===== src/hdl/dpcf_pkg.sv =====
// shared types and constants for the data point change filter
// no dependencies; imported by the controller and the datapath

package dpcf_pkg;

    localparam int ID_W    = 16;
    localparam int VALUE_W = 32;
    localparam int DB_W    = 16;

    // deadband after reset, about 0.001 in q16.16
    localparam logic [DB_W-1:0] DEADBAND_RESET = 16'd66;

    // commands from the controller to the datapath
    typedef struct packed {
        logic load_in;   // capture the accepted input transfer
        logic lookup;    // match the identifier against all slots
        logic read;      // read the cached value of the matching slot
        logic commit;    // decide, write back and load the result register
    } dpcf_cmd_t;

endpackage


===== src/hdl/dpcf_ctrl.sv =====
// controller state machine of the data point change filter
// depends on dpcf_pkg; drives dpcf_cmd_t commands into dpcf_datapath

module dpcf_ctrl
(
    input  logic              clk,
    input  logic              rst_n,
    input  logic              in_valid,
    output logic              in_stall,
    output logic              out_valid,
    input  logic              out_stall,
    output dpcf_pkg::dpcf_cmd_t cmd
);
    import dpcf_pkg::*;

    typedef enum logic [1:0] {
        ST_IDLE,
        ST_LOOKUP,
        ST_READ,
        ST_UPDATE
    } state_t;

    state_t state_reg;
    state_t state_next;
    logic   out_valid_reg;
    logic   out_valid_next;
    logic   out_free;

    assign out_free  = !out_valid_reg || !out_stall;
    assign in_stall  = (state_reg != ST_IDLE);
    assign out_valid = out_valid_reg;

    always_comb
    begin
        state_next     = state_reg;
        out_valid_next = out_valid_reg && out_stall;
        cmd            = '0;
        case (state_reg)
            ST_IDLE:
            begin
                if (in_valid)
                begin
                    cmd.load_in = 1'b1;
                    state_next  = ST_LOOKUP;
                end
            end
            ST_LOOKUP:
            begin
                cmd.lookup = 1'b1;
                state_next = ST_READ;
            end
            ST_READ:
            begin
                cmd.read   = 1'b1;
                state_next = ST_UPDATE;
            end
            ST_UPDATE:
            begin
                // wait until the result register is free
                if (out_free)
                begin
                    cmd.commit     = 1'b1;
                    out_valid_next = 1'b1;
                    state_next     = ST_IDLE;
                end
            end
            default:
            begin
                state_next = ST_IDLE;
            end
        endcase
    end

    always_ff @(posedge clk or negedge rst_n)
    begin
        if (!rst_n)
        begin
            state_reg     <= ST_IDLE;
            out_valid_reg <= 1'b0;
        end
        else
        begin
            state_reg     <= state_next;
            out_valid_reg <= out_valid_next;
        end
    end

endmodule


===== src/hdl/dpcf_datapath.sv =====
// datapath of the data point change filter: slot table, value memory,
// deadband register, difference and result register; depends on dpcf_pkg

module dpcf_datapath #(
    parameter int ENTRIES = 32
)
(
    input  logic                          clk,
    input  logic                          rst_n,
    input  dpcf_pkg::dpcf_cmd_t           cmd,
    input  logic                          cfg_we,
    input  logic [dpcf_pkg::DB_W-1:0]     cfg_data,
    input  logic [dpcf_pkg::ID_W-1:0]     point_id,
    input  logic signed [dpcf_pkg::VALUE_W-1:0] sample_value,
    output logic                          changed,
    output logic                          was_new,
    output logic                          not_stored
);
    import dpcf_pkg::*;

    localparam int IDX_W = (ENTRIES > 1) ? $clog2(ENTRIES) : 1;

    logic [DB_W-1:0]    deadband_reg;
    logic [ENTRIES-1:0] slot_valid_reg;
    logic [ID_W-1:0]    slot_id_reg [ENTRIES];
    logic [VALUE_W-1:0] value_mem   [ENTRIES];

    logic [ID_W-1:0]    id_reg;
    logic [VALUE_W-1:0] val_reg;
    logic               hit_reg;
    logic [IDX_W-1:0]   hit_idx_reg;
    logic               free_reg;
    logic [IDX_W-1:0]   free_idx_reg;
    logic [VALUE_W-1:0] old_val_reg;
    logic               changed_reg;
    logic               was_new_reg;
    logic               not_stored_reg;

    logic               hit_next;
    logic [IDX_W-1:0]   hit_idx_next;
    logic               free_next;
    logic [IDX_W-1:0]   free_idx_next;

    logic signed [VALUE_W:0] diff;
    logic [VALUE_W:0]        mag;
    logic                    below;
    logic                    mem_we;
    logic [IDX_W-1:0]        mem_addr;
    logic                    slot_we;

    // lowest matching valid slot and lowest free slot
    always_comb
    begin
        hit_next      = 1'b0;
        hit_idx_next  = '0;
        free_next     = 1'b0;
        free_idx_next = '0;
        for (int i = 0; i < ENTRIES; i++)
        begin
            if (slot_valid_reg[i])
            begin
                if (!hit_next && slot_id_reg[i] == id_reg)
                begin
                    hit_next     = 1'b1;
                    hit_idx_next = IDX_W'(i);
                end
            end
            else if (!free_next)
            begin
                free_next     = 1'b1;
                free_idx_next = IDX_W'(i);
            end
        end
    end

    // exact 33-bit difference and its magnitude
    assign diff  = $signed({old_val_reg[VALUE_W-1], old_val_reg})
                 - $signed({val_reg[VALUE_W-1], val_reg});
    assign mag   = diff[VALUE_W] ? (VALUE_W+1)'(-diff) : (VALUE_W+1)'(diff);
    assign below = mag < {{(VALUE_W+1-DB_W){1'b0}}, deadband_reg};

    assign mem_we   = cmd.commit && (hit_reg ? !below : free_reg);
    assign mem_addr = hit_reg ? hit_idx_reg : free_idx_reg;
    assign slot_we  = cmd.commit && !hit_reg && free_reg;

    always_ff @(posedge clk or negedge rst_n)
    begin
        if (!rst_n)
        begin
            deadband_reg   <= DEADBAND_RESET;
            slot_valid_reg <= '0;
        end
        else
        begin
            if (cfg_we)
            begin
                deadband_reg <= cfg_data;
            end
            if (slot_we)
            begin
                slot_valid_reg[free_idx_reg] <= 1'b1;
            end
        end
    end

    // payload, lookup, read and result registers, slot identifiers and value memory
    always_ff @(posedge clk)
    begin
        if (cmd.load_in)
        begin
            id_reg  <= point_id;
            val_reg <= sample_value;
        end
        if (cmd.lookup)
        begin
            hit_reg      <= hit_next;
            hit_idx_reg  <= hit_idx_next;
            free_reg     <= free_next;
            free_idx_reg <= free_idx_next;
        end
        if (cmd.read)
        begin
            old_val_reg <= value_mem[hit_idx_reg];
        end
        if (mem_we)
        begin
            value_mem[mem_addr] <= val_reg;
        end
        if (slot_we)
        begin
            slot_id_reg[free_idx_reg] <= id_reg;
        end
        if (cmd.commit)
        begin
            changed_reg    <= hit_reg ? !below : 1'b1;
            was_new_reg    <= !hit_reg;
            not_stored_reg <= !hit_reg && !free_reg;
        end
    end

    assign changed    = changed_reg;
    assign was_new    = was_new_reg;
    assign not_stored = not_stored_reg;

endmodule


===== src/hdl/data_point_change_filter_unit.sv =====
// sequence: after an input transfer is accepted the item passes the slot match,
//   the value memory read and the update, which waits while the result register
//   is still held by out_stall; the input stays stalled until the update is done
// reset: rst_n clears all slot valid marks, the deadband to 66, and the control
//   state; slot identifiers and values stay undefined until written
// top level of the data point change filter; depends on dpcf_pkg, dpcf_ctrl
//   and dpcf_datapath

module data_point_change_filter_unit #(
    parameter int ENTRIES = 32
)
(
    input  logic                                clk,
    input  logic                                rst_n,
    // input channel: one data point per transfer
    input  logic                                in_valid,
    output logic                                in_stall,
    input  logic [dpcf_pkg::ID_W-1:0]           point_id,
    input  logic signed [dpcf_pkg::VALUE_W-1:0] sample_value,
    // result channel: one result per data point
    output logic                                out_valid,
    input  logic                                out_stall,
    output logic                                changed,
    output logic                                was_new,
    output logic                                not_stored,
    // deadband register write channel
    input  logic                                cfg_valid,
    output logic                                cfg_ready,
    input  logic [dpcf_pkg::DB_W-1:0]           cfg_data
);
    import dpcf_pkg::*;

    dpcf_cmd_t cmd;

    // the deadband register takes a write at any cycle
    assign cfg_ready = 1'b1;

    // sequencer: idle, match, read, update; also owns the result valid flag
    dpcf_ctrl u_ctrl (
        .clk       (clk),
        .rst_n     (rst_n),
        .in_valid  (in_valid),
        .in_stall  (in_stall),
        .out_valid (out_valid),
        .out_stall (out_stall),
        .cmd       (cmd)
    );

    // slot table with parallel identifier match, value memory with a
    // registered read, deadband compare and result register
    dpcf_datapath #(
        .ENTRIES (ENTRIES)
    ) u_datapath (
        .clk          (clk),
        .rst_n        (rst_n),
        .cmd          (cmd),
        .cfg_we       (cfg_valid && cfg_ready),
        .cfg_data     (cfg_data),
        .point_id     (point_id),
        .sample_value (sample_value),
        .changed      (changed),
        .was_new      (was_new),
        .not_stored   (not_stored)
    );

endmodule


===== config.mk =====
export PLATFORM = sky130hd
export DESIGN_NAME = data_point_change_filter_unit
export DESIGN_NICKNAME = d
export VERILOG_FILES = /design/src/hdl/dpcf_pkg.sv /design/src/hdl/dpcf_ctrl.sv /design/src/hdl/dpcf_datapath.sv /design/src/hdl/data_point_change_filter_unit.sv
export SDC_FILE = /design/constraint.sdc
export NUM_CORES = 2
export LEC_CHECK = 0
export BUFFER_PORTS_ARGS = -buffer_cell sky130_fd_sc_hd__buf_2
export CORE_MARGIN = 3
export CORE_UTILIZATION = 35
export DETAILED_ROUTE_END_ITERATION = 8
export PLACE_DENSITY_LB_ADDON = 0.05
export SLEW_MARGIN = 20
export SYNTH_ARGS = -nofsm -noshare
export SYNTH_HDL_FRONTEND = slang
export SYNTH_HIERARCHICAL = 1
export SYNTH_SLANG_ARGS = --single-unit

===== constraint.sdc =====
create_clock -name clk -period 10.6 [get_ports clk]
set_input_delay 2.12 -clock clk [delete_from_list [all_inputs] [get_ports clk]]
set_output_delay 2.12 -clock clk [all_outputs]
set_load 0.02 [all_outputs]

==> out/qor.csv <==
stage,metric,value,unit
outcome,outcome,"complete, no violations",
sta,fin_ws,3150,ps
yosys,synth_edf_count,1631,
setup_path,path_cells,inv_1 -> ha_1 -> and4_1 -> o211ai_1 -> o21a_1 -> a21boi_1 -> o41a_1 -> nor2_1 -> xnor2_1 -> ha_1 -> a2111oi_0 -> a21oi_1 -> nor4_1 -> nand3_1 -> nor2_1 -> nand4_1 -> nor4_4 -> buf_4 -> nor3_2 -> buf_4,
global_route,grt_usage,18.6,%
yosys,seq_area_frac_synth,72.1,%
setup_path,crit_slowest_cell,edfxtp_1,
setup_path,slowest_delay,1050,ps
clocking,cts_buffers,185,
global_route,antenna_found_initial,8,
setup_path,cp.arrival,7920,ps
route,antenna_left,0,
sta,holdWs,513,ps
floorplan,ios,75,
floorplan,fp.dieArea,205000,sq um
clocking,numClockSinks,1682,
route,drc,0,
sta,min_period_over_period,70.3,%
sta,worst_pin_slew,1100,ps
finish,area_growth,14.6,%
floorplan,coreArea,198000,sq um
finish,seqCellArea,50300,sq um
route,dr.first_iter.drc_count,2667,
pwr,p_per_area,238,nW/um^2
sta,finalClockSkew,37.0,ps
clocking,postCtsResizedCells,0,
yosys,ys_ff_latch,1682,
yosys,synth-async-reset-ratio,3.03,%
finish,diodes,0,
setup_path,end_kind,flip-flop,
floorplan,dieWidth,452,um
setup_path,critPathMaxFanout,33,
route,drt_pre_antenna_iters,7,
finish,multi_input_area,18700,sq um
sta,setup_viol,0,
yosys,synthFlopType,edfxtp_1,
sta,fmax,0.134,GHz
yosys,syn_area_per_cell,18.2,sq um
sta,min_period,7450,ps
clocking,cts_tree,done,
placed_design,globalplace.congestion,0.790,
global_route,grt_max_degree,128,
yosys,syn-num-nets,3955,
global_route,grt_pass1_vias,35862,
yosys,ys_types,86,
sta,rsz0062_at_grt,no,
route,via_count,35043,
setup_path,path_class,flip-flop to flip-flop,
clocking,insertion_delay,820,ps
placed_design,numPortBuffers,73,
floorplan,fp.dieH,452,um
sta,fin_tns_setup,0,ps
finish,layout-drive-gt1-share,22.2,%
clocking,clock-root-buffer,clkbuf_16,
placed_design,dpl_cell_area,74200,sq um
clocking,cts_hold_buffers,0,
clocking,post_cts.repair.setup_buffers,0,
clocking,path_clk_slew,60,ps
global_route,grt_pass1_wl,274000,um
pwr,vdd_ir_drop_max,0.167,mV
flow_run,drv_cap,0,
global_route,grt-ovfl-total,0,
sta,drv_slew,0,
setup_path,start_kind,flip-flop,
sta,maxSlewHeadroom,25.8,%
route,vias_per_cell,5.11,
finish,fin_area,79900,sq um
pwr,p_total,19000,uW
hold_path,hp-class,flip-flop to flip-flop,
setup_path,required,11070,ps
finish,final_nets,4191,
finish,fillers,17774,
route,wl_per_cell,27.8,um
finish,largest_register_ffs,1024,
sta,hold_viol,0,
yosys,ys_warn_count,6,
clocking,cts_max_level,4,
placed_design,post-place-ws,2820,ps
placed_design,hpwl,111000,um
yosys,netlist_area,69700,sq um
route,finalWirelength,190000,um
yosys,postSynthCellCount,3832,
floorplan,row_count,163,
floorplan,start_util,35.3,%
clocking,clk_path_buf_depth,3,
pwr,power_leakage,0.0253,uW
[cell families after synthesis]
group,Yosys count,synth area share [%]
DFF,1682,72.1
and+or+nand+nor,643,4.89
xor gates and xnor gates,547,6.87
muxes,362,11.0
AOI/OAI and AO/OA,284,2.71
buffers and inverters,259,1.46
adders and majority gates,54,0.980
other,1,0.00538
[area by class of cell]
| class | count | area share (%) |
|---|---|---|
| Inverter | 78 | 0.366 |
| Sequential cell | 1682 | 62.9 |
| Clock inverter | 98 | 1.15 |
| Timing Repair Buffer | 230 | 2.08 |
| Multi-Input combinational cell | 1891 | 23.3 |
| Tap cell | 2640 | 4.13 |
| Clock buffer | 233 | 6.06 |
[metrics by stage]
| stage | util [%] | std cells |
|---|---|---|
| 2_1_floorplan | - | 3832 |
| 4_1_cts | 40.4 | 6851 |
| 5_1_grt | 40.4 | 6852 |
| 3_3_place_gp | 37.5 | 6519 |
| 6_report | 40.4 | 6852 |
| 3_5_place_dp | 37.5 | 6520 |
[critical path, delay by kind of cell (launching register included)]
family	cells	cell delay, ps
xor+xnor	1	160
compound gates	6	2300
buf+inv	3	1030
simple gates	8	1710
flops	1	1050
fa+ha+maj	2	760
[routing by layer]
layer  share of wire (%)  track usage, %
met5               0.011               0
met4                 1.7            3.85
met3                 3.3            2.56
met2                  50            31.6
met1                  45            25.6
[power breakdown]
group	total, uW	internal [uW]	switching, uW
logic	4800	1860	2940
registers	8050	7830	215
clock network	6180	3550	2640
[cells in the mapped netlist, drive strengths merged, types with 37 or more instances]
library cell	count	area (sq um)
a21oi	56	280
buf	59	265
clkbuf	122	458
dfrtp	49	1230
edfxtp	1631	49000
ha	53	663
inv	78	293
mux2	37	420
mux4	320	7210
nand2	112	423
nand3	47	240
nand4	104	651
nor2	115	432
nor3	61	305
nor4	89	593
o21ai	76	388
or2	39	244
xnor2	357	3130
xor2	190	1660
[cell usage in the layout (no fill, tap or decap), drive strengths merged, types with 10 or more instances in the layout]
cell type / netlist / layout
a31oi: 15 / 15
nor3: 61 / 61
bufinv: 0 / 13
nand2: 112 / 112
or3: 11 / 11
xor2: 190 / 190
edfxtp: 1631 / 1631
buf: 59 / 230
nor2: 115 / 115
o211ai: 10 / 10
xnor2: 357 / 357
clkbuf: 122 / 233
nand2b: 16 / 16
o21ai: 76 / 76
nand4: 104 / 104
nand3: 47 / 47
a21oi: 56 / 56
clkinv: 0 / 75
inv: 78 / 85
or2: 39 / 39
dfrtp: 49 / 49
and2: 11 / 11
mux4: 320 / 320
ha: 53 / 53
o21a: 12 / 12
nor4: 89 / 89
mux2: 37 / 37
a21o: 17 / 17
[final timing paths]
check / startpoint / cells past startpoint / slack (ps) / end
setup / recovery: u_datapath/val_reg[9]$_DFFE_PP_ / 20 / 3150 / u_datapath/value_mem[29][13]$_DFFE_PP_
hold / removal: u_datapath/deadband_reg[1]$_DFFE_PN1P_ / 2 / 510 / u_datapath/deadband_reg[1]$_DFFE_PN1P_
setup reg to reg: u_datapath/val_reg[9]$_DFFE_PP_ / 20 / 3150 / u_datapath/value_mem[29][13]$_DFFE_PP_
hold reg to reg: u_datapath/deadband_reg[1]$_DFFE_PN1P_ / 2 / 510 / u_datapath/deadband_reg[1]$_DFFE_PN1P_
max in group asynchronous: rst_n / 2 / 8410 / u_datapath/slot_valid_reg[9]$_DFFE_PN0P_
min in group asynchronous: rst_n / 1 / 1120 / u_datapath/deadband_reg[15]$_DFFE_PN0P_
No activity file was read; power rests on OpenSTA's default activity.
